--- src/hdl/ipsl_pkg.sv ---
// shared types and constants of the incremental pid step limiter
// no dependencies
`default_nettype none

package ipsl_pkg;

	localparam int VALUE_WIDTH = 16;
	localparam int GAIN_W      = 16;
	localparam int CFG_W       = (VALUE_WIDTH > GAIN_W) ? VALUE_WIDTH : GAIN_W;
	localparam int IDX_W       = 3;
	localparam int MODE_W      = 3;
	localparam int ERR_W       = VALUE_WIDTH + 1;
	localparam int D1_W        = VALUE_WIDTH + 2;
	localparam int D2_W        = VALUE_WIDTH + 3;
	localparam int PROD_W      = GAIN_W + D2_W;
	localparam int DELTA_W     = PROD_W + 2;
	localparam int TOT_W       = DELTA_W + 1;
	localparam int RES_W       = TOT_W - 8;
	localparam int QUOT_W      = VALUE_WIDTH - 6;

	localparam logic [MODE_W-1:0] MODE_NORMAL = 3'd0;
	localparam logic [MODE_W-1:0] MODE_STABLE = 3'd1;
	localparam logic [MODE_W-1:0] MODE_FAST   = 3'd2;
	localparam logic [MODE_W-1:0] MODE_SLOW   = 3'd3;
	localparam logic [MODE_W-1:0] MODE_PI     = 3'd4;
	localparam logic [MODE_W-1:0] MODE_CLEAR  = 3'd5;

	localparam logic [IDX_W-1:0] REG_PROP_GAIN  = 3'd0;
	localparam logic [IDX_W-1:0] REG_INTEG_GAIN = 3'd1;
	localparam logic [IDX_W-1:0] REG_DERIV_GAIN = 3'd2;
	localparam logic [IDX_W-1:0] REG_DRIVE_MAX  = 3'd3;
	localparam logic [IDX_W-1:0] REG_DRIVE_MIN  = 3'd4;

	typedef struct packed {
		logic [MODE_W-1:0]      mode;
		logic [VALUE_WIDTH-1:0] setpoint;
		logic [VALUE_WIDTH-1:0] measured;
		logic [VALUE_WIDTH-1:0] present_drive;
	} in_item_t;

	typedef struct packed {
		logic [VALUE_WIDTH-1:0] drive;
		logic                   near_target;
	} out_item_t;

	typedef struct packed {
		logic [VALUE_WIDTH-1:0] coarse_fast;
		logic [VALUE_WIDTH-1:0] coarse_slow;
		logic [VALUE_WIDTH-1:0] band_normal;
		logic [VALUE_WIDTH-1:0] band_stable;
		logic [VALUE_WIDTH-1:0] band_tight;
	} caps_t;

	typedef struct packed {
		logic signed [GAIN_W-1:0] prop_gain;
		logic signed [GAIN_W-1:0] integ_gain;
		logic signed [GAIN_W-1:0] deriv_gain;
		logic [VALUE_WIDTH-1:0]   drive_max;
		logic [VALUE_WIDTH-1:0]   drive_min;
		caps_t                    caps;
	} cfg_t;

	typedef struct packed {
		logic [MODE_W-1:0]      mode;
		logic [VALUE_WIDTH-1:0] setpoint;
		logic [VALUE_WIDTH-1:0] measured;
		logic [VALUE_WIDTH-1:0] present_drive;
		logic signed [ERR_W-1:0] err;
		logic signed [D1_W-1:0]  d1;
		logic signed [D2_W-1:0]  d2;
	} err_stage_t;

	typedef struct packed {
		logic [MODE_W-1:0]        mode;
		logic [VALUE_WIDTH-1:0]   present_drive;
		logic                     near;
		logic signed [PROD_W-1:0] p_prop;
		logic signed [PROD_W-1:0] p_integ;
		logic signed [PROD_W-1:0] p_deriv;
	} gain_stage_t;

endpackage

`default_nettype wire

--- src/hdl/ipsl_cfg_regs.sv ---
// configuration registers and precomputed delta caps
// depends on ipsl_pkg
`default_nettype none

module ipsl_cfg_regs
	import ipsl_pkg::*;
(
	input  wire logic             clk,
	input  wire logic             arst_n,
	input  wire logic             cfg_wr_en,
	input  wire logic [IDX_W-1:0] cfg_index,
	input  wire logic [CFG_W-1:0] cfg_data,
	output cfg_t                  cfg
);

	localparam int W = VALUE_WIDTH;
	localparam logic [W:0] RECIP_100 =
		(W+1)'(((64'd1 << (W + 7)) + 64'd99) / 64'd100);
	localparam logic [QUOT_W-1:0] DMAX_QUOT = QUOT_W'(((64'd1 << W) - 64'd1) / 64'd100);
	localparam logic [6:0]        DMAX_REM  = 7'(((64'd1 << W) - 64'd1) % 64'd100);

	logic signed [GAIN_W-1:0] prop_gain_q;
	logic signed [GAIN_W-1:0] integ_gain_q;
	logic signed [GAIN_W-1:0] deriv_gain_q;
	logic [W-1:0]             drive_max_q;
	logic [W-1:0]             drive_min_q;
	logic [QUOT_W-1:0]        dmax_quot_q;
	logic [6:0]               dmax_rem_q;
	caps_t                    caps_q;

	logic [W-1:0]      wr_value;
	logic [2*W:0]      recip_prod;
	logic [QUOT_W-1:0] wr_quot;
	logic [W-1:0]      wr_rem_full;

	// floor((q*100 + r) * n / 100) = q*n + floor(r*n / 100)
	function automatic logic [W-1:0] cap_of(input logic [QUOT_W-1:0] q,
			input logic [6:0] r, input logic [5:0] n);
		logic [12:0] rn;
		logic [25:0] scaled;
		logic [W:0]  sum;
		rn     = 13'(r) * 13'(n);
		scaled = 26'(rn) * 26'd5243;
		sum    = (W+1)'(q) * (W+1)'(n) + (W+1)'(scaled[25:19]);
		return sum[W-1:0];
	endfunction

	assign wr_value    = cfg_data[W-1:0];
	assign recip_prod  = (2*W+1)'(wr_value) * (2*W+1)'(RECIP_100);
	assign wr_quot     = recip_prod[2*W:W+7];
	assign wr_rem_full = wr_value - W'(W'(wr_quot) * W'(7'd100));

	always_ff @(posedge clk or negedge arst_n) begin
		if (!arst_n) begin
			prop_gain_q  <= '0;
			integ_gain_q <= '0;
			deriv_gain_q <= '0;
			drive_max_q  <= '1;
			drive_min_q  <= '0;
			dmax_quot_q  <= DMAX_QUOT;
			dmax_rem_q   <= DMAX_REM;
		end else if (cfg_wr_en) begin
			unique case (cfg_index)
				REG_PROP_GAIN:  prop_gain_q  <= cfg_data[GAIN_W-1:0];
				REG_INTEG_GAIN: integ_gain_q <= cfg_data[GAIN_W-1:0];
				REG_DERIV_GAIN: deriv_gain_q <= cfg_data[GAIN_W-1:0];
				REG_DRIVE_MAX: begin
					drive_max_q <= wr_value;
					dmax_quot_q <= wr_quot;
					dmax_rem_q  <= wr_rem_full[6:0];
				end
				REG_DRIVE_MIN:  drive_min_q  <= wr_value;
				default: ;
			endcase
		end
	end

	always_ff @(posedge clk) begin
		caps_q.coarse_fast <= cap_of(dmax_quot_q, dmax_rem_q, 6'd35);
		caps_q.coarse_slow <= cap_of(dmax_quot_q, dmax_rem_q, 6'd25);
		caps_q.band_normal <= cap_of(dmax_quot_q, dmax_rem_q, 6'd5);
		caps_q.band_stable <= cap_of(dmax_quot_q, dmax_rem_q, 6'd3);
		caps_q.band_tight  <= cap_of(dmax_quot_q, dmax_rem_q, 6'd1);
	end

	assign cfg.prop_gain  = prop_gain_q;
	assign cfg.integ_gain = integ_gain_q;
	assign cfg.deriv_gain = deriv_gain_q;
	assign cfg.drive_max  = drive_max_q;
	assign cfg.drive_min  = drive_min_q;
	assign cfg.caps       = caps_q;

endmodule

`default_nettype wire

--- src/hdl/ipsl_error_stage.sv ---
// input register: error, error differences and error history
// depends on ipsl_pkg
`default_nettype none

module ipsl_error_stage
	import ipsl_pkg::*;
(
	input  wire logic clk,
	input  wire logic arst_n,
	input  wire logic in_valid,
	output logic      in_stall,
	input  in_item_t  in_data,
	output logic      valid_s1,
	output err_stage_t data_s1,
	input  wire logic stall_down
);

	logic signed [ERR_W-1:0] last_err_q;
	logic signed [ERR_W-1:0] older_err_q;
	logic                    accept;
	logic                    is_run;
	logic                    is_clear;
	logic signed [ERR_W-1:0] err;

	assign in_stall = valid_s1 & stall_down;
	assign accept   = in_valid & ~in_stall;
	assign is_run   = (in_data.mode <= MODE_PI);
	assign is_clear = (in_data.mode == MODE_CLEAR);
	assign err      = $signed({1'b0, in_data.setpoint}) - $signed({1'b0, in_data.measured});

	always_ff @(posedge clk or negedge arst_n) begin
		if (!arst_n) begin
			last_err_q  <= '0;
			older_err_q <= '0;
			valid_s1    <= 1'b0;
		end else begin
			if (!in_stall) begin
				valid_s1 <= accept & is_run;
			end
			if (accept && is_clear) begin
				last_err_q  <= '0;
				older_err_q <= '0;
			end else if (accept && is_run) begin
				older_err_q <= last_err_q;
				last_err_q  <= err;
			end
		end
	end

	always_ff @(posedge clk) begin
		if (accept && is_run) begin
			data_s1.mode          <= in_data.mode;
			data_s1.setpoint      <= in_data.setpoint;
			data_s1.measured      <= in_data.measured;
			data_s1.present_drive <= in_data.present_drive;
			data_s1.err           <= err;
			data_s1.d1            <= D1_W'(err) - D1_W'(last_err_q);
			data_s1.d2            <= D2_W'(err) - (D2_W'(last_err_q) <<< 1)
				+ D2_W'(older_err_q);
		end
	end

endmodule

`default_nettype wire

--- src/hdl/ipsl_gain_stage.sv ---
// gain multiplies and band test, registered
// depends on ipsl_pkg
`default_nettype none

module ipsl_gain_stage
	import ipsl_pkg::*;
(
	input  wire logic  clk,
	input  wire logic  arst_n,
	input  cfg_t       cfg,
	input  wire logic  valid_s1,
	input  err_stage_t data_s1,
	output logic       stall_up,
	output logic       valid_s2,
	output gain_stage_t data_s2,
	input  wire logic  stall_down
);

	localparam int NEAR_W = VALUE_WIDTH + 5;

	logic signed [PROD_W-1:0] p_prop;
	logic signed [PROD_W-1:0] p_integ;
	logic signed [PROD_W-1:0] p_deriv;
	logic [NEAR_W-1:0]        ms_x10;
	logic [NEAR_W-1:0]        ms_x20;
	logic [NEAR_W-1:0]        sp_x9;
	logic [NEAR_W-1:0]        sp_x11;
	logic [NEAR_W-1:0]        sp_x19;
	logic [NEAR_W-1:0]        sp_x21;
	logic                     near;

	assign stall_up = valid_s2 & stall_down;

	assign p_prop  = PROD_W'(cfg.prop_gain) * PROD_W'(data_s1.d1);
	assign p_integ = PROD_W'(cfg.integ_gain) * PROD_W'(data_s1.err);
	assign p_deriv = PROD_W'(cfg.deriv_gain) * PROD_W'(data_s1.d2);

	assign ms_x10 = NEAR_W'(data_s1.measured) * NEAR_W'(5'd10);
	assign ms_x20 = NEAR_W'(data_s1.measured) * NEAR_W'(5'd20);
	assign sp_x9  = NEAR_W'(data_s1.setpoint) * NEAR_W'(5'd9);
	assign sp_x11 = NEAR_W'(data_s1.setpoint) * NEAR_W'(5'd11);
	assign sp_x19 = NEAR_W'(data_s1.setpoint) * NEAR_W'(5'd19);
	assign sp_x21 = NEAR_W'(data_s1.setpoint) * NEAR_W'(5'd21);

	// plain pi mode uses the narrower band
	assign near = (data_s1.mode == MODE_PI)
		? ((ms_x20 <= sp_x21) && (ms_x20 >= sp_x19))
		: ((ms_x10 <= sp_x11) && (ms_x10 >= sp_x9));

	always_ff @(posedge clk or negedge arst_n) begin
		if (!arst_n) begin
			valid_s2 <= 1'b0;
		end else if (!stall_up) begin
			valid_s2 <= valid_s1;
		end
	end

	always_ff @(posedge clk) begin
		if (!stall_up && valid_s1) begin
			data_s2.mode          <= data_s1.mode;
			data_s2.present_drive <= data_s1.present_drive;
			data_s2.near          <= near;
			data_s2.p_prop        <= p_prop;
			data_s2.p_integ       <= p_integ;
			data_s2.p_deriv       <= p_deriv;
		end
	end

endmodule

`default_nettype wire

--- src/hdl/ipsl_limit_stage.sv ---
// delta sum, cap limiting, truncation, drive clamp and output register
// depends on ipsl_pkg
`default_nettype none

module ipsl_limit_stage
	import ipsl_pkg::*;
(
	input  wire logic   clk,
	input  wire logic   arst_n,
	input  cfg_t        cfg,
	input  wire logic   valid_s2,
	input  gain_stage_t data_s2,
	output logic        stall_up,
	output logic        out_valid,
	output out_item_t   out_data,
	input  wire logic   out_stall
);

	logic                      out_valid_q;
	out_item_t                 out_data_q;
	logic signed [DELTA_W-1:0] delta;
	logic signed [DELTA_W-1:0] delta_c;
	logic signed [DELTA_W-1:0] delta_b;
	logic signed [DELTA_W-1:0] coarse_lim;
	logic signed [DELTA_W-1:0] band_lim;
	logic [VALUE_WIDTH-1:0]    coarse_cap;
	logic [VALUE_WIDTH-1:0]    band_cap;
	logic                      coarse_on;
	logic signed [TOT_W-1:0]   total;
	logic signed [RES_W-1:0]   res;
	logic signed [RES_W-1:0]   res_hi;
	logic signed [RES_W-1:0]   dmax_s;
	logic signed [RES_W-1:0]   dmin_s;
	logic signed [RES_W-1:0]   res_cl;

	assign stall_up = out_valid_q & out_stall;

	always_comb begin
		delta = DELTA_W'(data_s2.p_prop) + DELTA_W'(data_s2.p_integ)
			+ DELTA_W'(data_s2.p_deriv);

		coarse_on  = 1'b0;
		coarse_cap = '0;
		case (data_s2.mode)
			MODE_FAST: begin
				coarse_on  = 1'b1;
				coarse_cap = cfg.caps.coarse_fast;
			end
			MODE_SLOW: begin
				coarse_on  = 1'b1;
				coarse_cap = cfg.caps.coarse_slow;
			end
			default: ;
		endcase

		case (data_s2.mode)
			MODE_NORMAL: band_cap = cfg.caps.band_normal;
			MODE_STABLE: band_cap = cfg.caps.band_stable;
			default:     band_cap = cfg.caps.band_tight;
		endcase

		coarse_lim = $signed(DELTA_W'({coarse_cap, 8'h00}));
		band_lim   = $signed(DELTA_W'({band_cap, 8'h00}));
		delta_c    = (coarse_on && (delta > coarse_lim)) ? coarse_lim : delta;
		delta_b    = (data_s2.near && (delta_c > band_lim)) ? band_lim : delta_c;

		total = $signed(TOT_W'({data_s2.present_drive, 8'h00})) + TOT_W'(delta_b);
		res   = RES_W'(total >>> 8);
		// round toward zero
		if (total[TOT_W-1] && (total[7:0] != 8'h00)) begin
			res = res + RES_W'(1);
		end

		dmax_s = $signed(RES_W'(cfg.drive_max));
		dmin_s = $signed(RES_W'(cfg.drive_min));
		res_hi = (res >= dmax_s) ? dmax_s : res;
		res_cl = (res_hi <= dmin_s) ? dmin_s : res_hi;
	end

	always_ff @(posedge clk or negedge arst_n) begin
		if (!arst_n) begin
			out_valid_q <= 1'b0;
		end else if (!stall_up) begin
			out_valid_q <= valid_s2;
		end
	end

	always_ff @(posedge clk) begin
		if (!stall_up && valid_s2) begin
			out_data_q.drive       <= res_cl[VALUE_WIDTH-1:0];
			out_data_q.near_target <= data_s2.near;
		end
	end

	assign out_valid = out_valid_q;
	assign out_data  = out_data_q;

endmodule

`default_nettype wire

--- src/hdl/incremental_pid_step_limiter.sv ---
// top level of the incremental pid step limiter
// depends on ipsl_pkg, ipsl_cfg_regs, ipsl_error_stage, ipsl_gain_stage, ipsl_limit_stage
`default_nettype none

// Incremental PID drive step with positive-delta caps. One input transaction is taken
// per cycle while in_stall is low; a result passes the input register, loaded at the
// accepting edge, then the multiply register and the output register, and
// the pipeline holds under out_stall with in_stall following. Error history is updated
// at acceptance, so back-to-back samples see the previous error at once. Modes 5 (clear
// history), 6 and 7 produce no result.
// The delta caps are registered from drive_max's quotient and remainder, which load
// when it is written; items accepted after the write see the new value.

module incremental_pid_step_limiter
	import ipsl_pkg::*;
(
	input  wire logic             clk,
	input  wire logic             arst_n,
	input  wire logic             cfg_wr_en,
	input  wire logic [IDX_W-1:0] cfg_index,
	input  wire logic [CFG_W-1:0] cfg_data,
	input  wire logic             in_valid,
	output logic                  in_stall,
	input  in_item_t              in_data,
	output logic                  out_valid,
	input  wire logic             out_stall,
	output out_item_t             out_data
);

	cfg_t        cfg;
	logic        valid_s1;
	err_stage_t  data_s1;
	logic        stall_s1;
	logic        valid_s2;
	gain_stage_t data_s2;
	logic        stall_s2;

	ipsl_cfg_regs u_cfg (
		.clk       (clk),
		.arst_n    (arst_n),
		.cfg_wr_en (cfg_wr_en),
		.cfg_index (cfg_index),
		.cfg_data  (cfg_data),
		.cfg       (cfg)
	);

	ipsl_error_stage u_err (
		.clk        (clk),
		.arst_n     (arst_n),
		.in_valid   (in_valid),
		.in_stall   (in_stall),
		.in_data    (in_data),
		.valid_s1   (valid_s1),
		.data_s1    (data_s1),
		.stall_down (stall_s1)
	);

	ipsl_gain_stage u_gain (
		.clk        (clk),
		.arst_n     (arst_n),
		.cfg        (cfg),
		.valid_s1   (valid_s1),
		.data_s1    (data_s1),
		.stall_up   (stall_s1),
		.valid_s2   (valid_s2),
		.data_s2    (data_s2),
		.stall_down (stall_s2)
	);

	ipsl_limit_stage u_limit (
		.clk       (clk),
		.arst_n    (arst_n),
		.cfg       (cfg),
		.valid_s2  (valid_s2),
		.data_s2   (data_s2),
		.stall_up  (stall_s2),
		.out_valid (out_valid),
		.out_data  (out_data),
		.out_stall (out_stall)
	);

endmodule

`default_nettype wire

--- config.mk ---
export PLATFORM = sky130hd
export DESIGN_NAME = incremental_pid_step_limiter
export DESIGN_NICKNAME = d
export VERILOG_FILES = /design/src/hdl/ipsl_pkg.sv /design/src/hdl/ipsl_cfg_regs.sv /design/src/hdl/ipsl_error_stage.sv /design/src/hdl/ipsl_gain_stage.sv /design/src/hdl/ipsl_limit_stage.sv /design/src/hdl/incremental_pid_step_limiter.sv
export SDC_FILE = /design/constraint.sdc
export NUM_CORES = 2
export LEC_CHECK = 0
export BUFFER_PORTS_ARGS = -buffer_cell sky130_fd_sc_hd__buf_4
export CORE_ASPECT_RATIO = 0.7
export CORE_MARGIN = 2
export CORE_UTILIZATION = 40
export CTS_CLUSTER_DIAMETER = 60
export DETAILED_ROUTE_END_ITERATION = 8
export GPL_TIMING_DRIVEN = 1
export SLEW_MARGIN = 20
export SYNTH_ARGS = -nofsm -noshare
export SYNTH_HDL_FRONTEND = slang
export SYNTH_HIERARCHICAL = 1
export SYNTH_SLANG_ARGS = --single-unit
export TNS_END_PERCENT = 20
--- constraint.sdc ---
create_clock -name clk -period 18.9 [get_ports clk]
set_clock_uncertainty 0.2 [all_clocks]
set_input_delay 3.78 -clock clk [delete_from_list [all_inputs] [get_ports clk]]
set_output_delay 3.78 -clock clk [all_outputs]
set_load 0.01 [all_outputs]
# Word-level counts from Yosys, hierarchy flattened
# Index checks and enable logic that the tools add are counted.
dict set report word_totals {
  output_inout_bits 19
  ff_bits 458
  wordCells 128
  inputBits 75
}
dict set report classes {
  eq_ne 9
  addsub 14
  order_cmp 9
  n_mul 24
  bitwise_logic 6
  mux 13
  n_reduce_logical 21
}
# cell n
set ops {}
lappend ops {{$gt A37 B25 Y1} 2}
lappend ops {{$mux W37} 2}
lappend ops {{$mux W17} 4}
lappend ops {{$pmux W16 S2} 2}
lappend ops {{$mux W30} 2}
lappend ops {{$mul A16 B5 Y21 const B} 2}
lappend ops {{$mul A16 B4 Y20 const B} 2}
lappend ops {{$add A25 B37 Y38} 1}
lappend ops {{$mul A16 B3 Y19 const B} 2}
lappend ops {{$add A35 B35 Y36} 1}
lappend ops {{$add A34 B33 Y35} 1}
lappend ops {{$mul A16 B19 Y35} 1}
lappend ops {{$mul A16 B18 Y34} 1}
lappend ops {{$mul A16 B17 Y33} 1}
lappend ops {{$mul A16 B17 Y33 const B} 1}
lappend ops {{$add A30 B2 Y30 const B} 1}
lappend ops {{$ge A30 B17 Y1} 1}
lappend ops {{$le A30 B17 Y1} 1}
lappend ops {{$mul A13 B13 Y26 const B} 1}
lappend ops {{$mul A12 B13 Y25 const B} 1}
lappend ops {{$mul A10 B13 Y23 const B} 1}
lappend ops {{$mul A9 B13 Y22 const B} 1}
lappend ops {{$ge A21 B21 Y1} 1}
lappend ops {{$le A21 B21 Y1} 1}
lappend ops {{37 further kinds} 62}

# Depth between registers and ports, before layout
dict set report depth {
  ltp_word 16
  ltp_mapped 86
  mapped_depth_nobuf 79
}

# Hierarchy
# The synthesis kept the hierarchy.
# mod area_each_um2 n_inst cells_per_inst seq_area_each_um2
set by_module_without_submodules {}
lappend by_module_without_submodules {ipsl_gain_stage 43341.6 1 4674 3688.5}
lappend by_module_without_submodules {ipsl_cfg_regs 24843.8 1 2370 3767.4}
lappend by_module_without_submodules {ipsl_limit_stage 8851.0 1 1172 535.5}
lappend by_module_without_submodules {ipsl_error_stage 7465.9 1 642 4028.9}

# Worst setup path before layout
# No wires, ideal clock.
dict set report synth_timing {
  kind {flip-flop to flip-flop}
  from {register u_gain/data_s2[1] (netlist name)}
  to {register u_limit.out_data_q, in the netlist u_limit/out_data[12] (data pin)}
  required_ps 18436
  setup_ps 264
  setup_slack_ps 3990
  synth_period_minus_slack_ps 14910
  t_arrival_ps 14446
  stages_incl_launch_ff 81
  path_buffers 7
  path_cell_list {edfxtp_1 -> fa_1 -> ha_1 -> fa_1 -> a211oi_1 -> o21ai_2 -> a21oi_2 -> o21bai_1 -> a21oi_1 -> xnor2_1 -> ha_1 -> nand4_1 -> nor3_1 -> nand4_1 -> or4_1 -> a21boi_4 -> a21o_1 -> buf_2 -> [45 not listed] -> mux2_4 -> ha_1 -> a21o_1 -> a21oi_1 -> nor2b_1 -> o31a_1 -> o21a_1 -> o21a_1 -> o21a_1 -> o21ai_0 -> a21oi_1 -> nor3_1 -> o21bai_1 -> a21oi_1 -> or3_1 -> clkbuf_1 -> and2_1 -> a31oi_1}
}
dict set report synth_between {
  elab_chain_cells 15
  elab_cells_between_ends 16
  cone_classes {3 x add/sub; 4 x order compare; 5 x mux; 4 x reduce/logical}
}
# element line
set synth_rtl {}
lappend synth_rtl {{$add A35 B35 Y36 *} ipsl_limit_stage.sv:40} ;# + DELTA_W'(data_s2.p_deriv);
lappend synth_rtl {{$gt A37 B25 Y1} ipsl_limit_stage.sv:64} ;# delta_c = (coarse_on && (delta > coarse_lim)) ? coarse_lim : delta;
lappend synth_rtl {{$logic_and A1 B1 Y1} ipsl_limit_stage.sv:64}
lappend synth_rtl {{$mux W37 *} ipsl_limit_stage.sv:64}
lappend synth_rtl {{$gt A37 B25 Y1} ipsl_limit_stage.sv:65} ;# delta_b = (data_s2.near && (delta_c > band_lim)) ? band_lim : delta_c;
lappend synth_rtl {{$logic_and A1 B1 Y1} ipsl_limit_stage.sv:65}
lappend synth_rtl {{$mux W37 *} ipsl_limit_stage.sv:65}
lappend synth_rtl {{$add A25 B37 Y38 *} ipsl_limit_stage.sv:67} ;# total = $signed(TOT_W'({data_s2.present_drive, 8'h00})) + TOT_W'(delta_b);
lappend synth_rtl {{parallel branches: the longest is 2 deep, another holds $add A30 B2 Y30} n/a}
lappend synth_rtl {{$mux W30 *} ipsl_limit_stage.sv:70} ;# if (total[TOT_W-1] && (total[7:0] != 8'h00)) begin
lappend synth_rtl {{$ge A30 B17 Y1} ipsl_limit_stage.sv:76} ;# res_hi = (res >= dmax_s) ? dmax_s : res;
lappend synth_rtl {{$mux W30 *} ipsl_limit_stage.sv:76}
lappend synth_rtl {{$le A30 B17 Y1} ipsl_limit_stage.sv:77} ;# res_cl = (res_hi <= dmin_s) ? dmin_s : res_hi;
lappend synth_rtl {{$mux W16 *} ipsl_limit_stage.sv:77}
lappend synth_rtl {{via u_limit.res_cl[11]} ipsl_limit_stage.sv:34} ;# logic signed [RES_W-1:0] res_cl;
lappend synth_rtl {{end: declaration} ipsl_limit_stage.sv:20} ;# out_item_t out_data_q;
# Mark *: on every way through the listed nets, which the timed path passes.
# A chain may end at the register's enable or synchronous reset.

# Worst setup path after layout
dict set report layout_timing {
  from {register u_gain/data_s2[5] (netlist name)}
  to {register u_limit.out_data_q, in the netlist u_limit/out_data[12] (data pin)}
}
dict set report layout_between {
  elab_chain_cells 15
  elab_cells_between_ends 16
  cone_classes {3 x add/sub; 4 x order compare; 5 x mux; 4 x reduce/logical}
}
# element line
set layout_rtl {}
lappend layout_rtl {{$add A35 B35 Y36 *} ipsl_limit_stage.sv:40}
lappend layout_rtl {{$gt A37 B25 Y1} ipsl_limit_stage.sv:64}
lappend layout_rtl {{$logic_and A1 B1 Y1} ipsl_limit_stage.sv:64}
lappend layout_rtl {{$mux W37 *} ipsl_limit_stage.sv:64}
lappend layout_rtl {{$gt A37 B25 Y1} ipsl_limit_stage.sv:65}
lappend layout_rtl {{$logic_and A1 B1 Y1} ipsl_limit_stage.sv:65}
lappend layout_rtl {{$mux W37 *} ipsl_limit_stage.sv:65}
lappend layout_rtl {{$add A25 B37 Y38 *} ipsl_limit_stage.sv:67}
lappend layout_rtl {{parallel branches: the longest is 2 deep, another holds $add A30 B2 Y30} n/a}
lappend layout_rtl {{$mux W30 *} ipsl_limit_stage.sv:70}
lappend layout_rtl {{$ge A30 B17 Y1} ipsl_limit_stage.sv:76}
lappend layout_rtl {{$mux W30 *} ipsl_limit_stage.sv:76}
lappend layout_rtl {{$le A30 B17 Y1} ipsl_limit_stage.sv:77}
lappend layout_rtl {{$mux W16 *} ipsl_limit_stage.sv:77}
lappend layout_rtl {{via u_limit.res_cl[11]} ipsl_limit_stage.sv:34}
# Marked as above.

==> results by group <==
Status
  • Status: completed

Logic synthesis
  • Count leader, synth: inv_1
  • Yosys reg bits: 444
  • Area leader, netlist: fa_1
  • Synthesized area per cell: roughly 9.5 sq um
  • Main synth FF type: edfxtp_1
  • Post-Synthesis Cells: just under 9000
  • Post-Syn Area: about 85000 sq um
  • Async SR Flop Fraction: slightly below 30%
  • Synth cell count leaders: inv_1, fa_1, ha_1, nand2_1, and2_1
  • Synth warnings: 6
  • Post-synth EDFFs: 244
  • Register area share after synthesis: between 10% and 20%
  • Post-synth top area share: between 30% and 40%
  • Cell variety after synth: around 120
  • Ranking of synthesized cells by area: fa_1, ha_1, inv_1

Timing
  • Max_slew headroom: between 10% and 20%
  • Unrepaired setup endpoints after global routing: false
  • Post-route clock period utilization: ~94%
  • FMAX: about 57 MHz
  • Final Setup Violations: 0
  • Final TNS setup: 0 ns
  • Final hold slack: 0.219 ns
  • Final hold vios: 0
  • Worst Tran Pin Value: 1.21 ns
  • Fin. max-slew vios: 0
  • Min cycle time layout: 17.68 ns

Global routing
  • Largest net degree at the start of global routing: 83
  • Gr usage total: 22.8%
  • Grt total ovfl: 0
  • Number of global-route vias before repair: around 63000
  • Initial antenna violation count: 29
  • First-pass GRT wire length: around 380000 um

Clock network
  • # hold bufs at CTS: 0
  • # H-tree levels: 2
  • CTS root buffer: clkbuf_16
  • Clock slew at reported path FFs: around 0.06 ns
  • CTS tree: built
  • # resized after CTS: 0
  • CTS Buffer Depth: 3
  • Num CTS Buffers: 53
  • Total setup buffers inserted after CTS: 0
  • # clock sinks: about 440
  • Clk_lat worst skew: just under 0.7 ns

Cells and area
  • Layout area overhead: 6.61%
  • Fin nets: ~11000
  • Fraction of layout cells with a size suffix above 1: 5.14%
  • Design area: 90100 sq um

Setup path
  • CP max-delay cell: a31oi_2
  • Worst EP arrival: about 18 ns
  • Crit start category: flip-flop
  • Worst-path maximum fanout: 30
  • Crit-path max cell delay: 0.74 ns
  • Crit end category: flip-flop
  • Critical path class: flip-flop to flip-flop
  • Worst endpoint required time: roughly 19 ns

Die
  • Site Rows: 141
  • Die Span Y: approximately 400 um
  • Horiz. Die Dim: ~550 um
  • Initial Util: 40.1%
  • Core area: roughly 210000 sq um
  • IO Pins: 94
  • Die area: approximately 220000 sq um

Run
  • Max-Cap Viols: 0

Drt
  • Initial DRC Count: between 4000 and 5000
  • Via density: about 5.2
  • Total wire length: 244000 um
  • # DRC: 0
  • Post-DRT Antenna Nets: 0
  • Mean routed wirelength per cell: around 21 um
  • Pre-Repair DR Iteration Count: 8
  • Vias after detailed routing: roughly 61000

Placed design
  • DP Area: 88300 sq um
  • Hpwl dp: between 200000 and 250000 um
  • IO buf count: 93
  • Gpl congestion: 0.936

Min path
  • Tightest Hold Check Type: flip-flop to flip-flop
==> path summary, 6_finish.rpt <==
kind                                        start                   end  slack [ns]  cells past startpoint
worst max-delay path            u_gain/data_s2[5]  u_limit/out_data[12]        1.22                     77
worst min-delay path            u_err/data_s1[68]   u_gain/data_s2[120]        0.22                      0
min in group asynchronous                  arst_n  u_err/last_err_q[16]        2.93                      1
worst min register to register  u_err/data_s1[68]   u_gain/data_s2[120]        0.22                      0
max in group asynchronous                  arst_n   u_cfg/dmax_rem_q[4]       14.15                      2
worst max register to register  u_gain/data_s2[5]  u_limit/out_data[12]        1.22                     77
==> registers in the layout (all words and copies together) (netlist names), 17 cells and up <==
signal	count
u_limit/out_data	17
u_gain/data_s2	122
u_err/data_s1	105
u_err/last_err_q	17
u_err/older_err_q	17
u_cfg/cfg	68
==> kinds of logic (layout without fill, tap and decap cells) <==
family                   Yosys count  in the layout  share of synthesized area, %
adder cells (fa/ha/maj)         2548           2548                          49.2
buffers and inverters           2216           2241                          10.0
AND/OR/NAND/NOR                 1925           1925                          11.3
AO/OA/AOI/OAI                   1191           1191                          9.35
flip-flops                       444            444                          14.2
XOR/XNOR                         394            394                          4.09
multiplexers                     139            139                          1.82
other                              1             22                       0.00444
==> routing by layer <==
| metal | vias up | wire length (um) | global-route usage (%) |
|---|---|---|---|
| li1 | 28400 | - | - |
| met1 | 30400 | 120000 | 35.0 |
| met2 | 2013 | 94900 | 31.5 |
| met5 | - | 129 | 0 |
| met3 | 229 | 24800 | 6.94 |
| met4 | 18 | 4580 | 3.67 |
==> per-stage QoR <==
step / setup slack [ns] / std cells / util, %
3_3_place_gp: 1.59 / 11600 / 41.9
6_report: 1.22 / 11700 / 42.8
4_1_cts: 1.47 / 11700 / 42.8
5_1_grt: 0.206 / 11700 / 42.8
3_5_place_dp: 1.52 / 11600 / 41.9
2_1_floorplan: 3.99 / 8869 / -
==> final cells by class <==
type / instances / area, sq um
multi-input combinational: 6209 / 64200
fill: 20200 / 120000
tap: 2788 / 3490
clock buffer: 70 / 1430
timing repair buffer: 154 / 1190
inverter: 1988 / 7470
sequential: 444 / 12000
clock inverter: 29 / 310
antenna: 10 / 25.0
==> critical path: cells and delay by family (launching register included) <==
kind | cells | cell delay (ns)
AO/OA/AOI/OAI | 43 | 8.93
AND/OR/NAND/NOR | 20 | 3.65
adder cells (fa/ha/maj) | 7 | 2.62
buffers and inverters | 5 | 1.07
flip-flops | 1 | 0.40
multiplexers | 1 | 0.34
XOR/XNOR | 1 | 0.18
==> cell usage in the layout, fill, tap and decap left out, types with 51 or more instances in the layout <==
cell	instances
fa_1	1286
o21ai_0	216
a31oi_1	51
clkbuf_16	53
o21a_1	67
edfxtp_1	244
nand2b_1	61
nand4_1	68
and2_1	422
xnor2_1	254
buf_4	150
nand3_1	72
mux2_2	71
nor2_1	265
nand2_1	720
a21oi_1	315
ha_1	1262
nor3_1	70
dfxtp_1	68
xor2_1	134
inv_1	1986
dfrtp_1	109
a21o_1	119
Power is left out: the tool's default activity adds up to more than one toggle a clock period on the data nets, which glitch-free logic cannot reach.
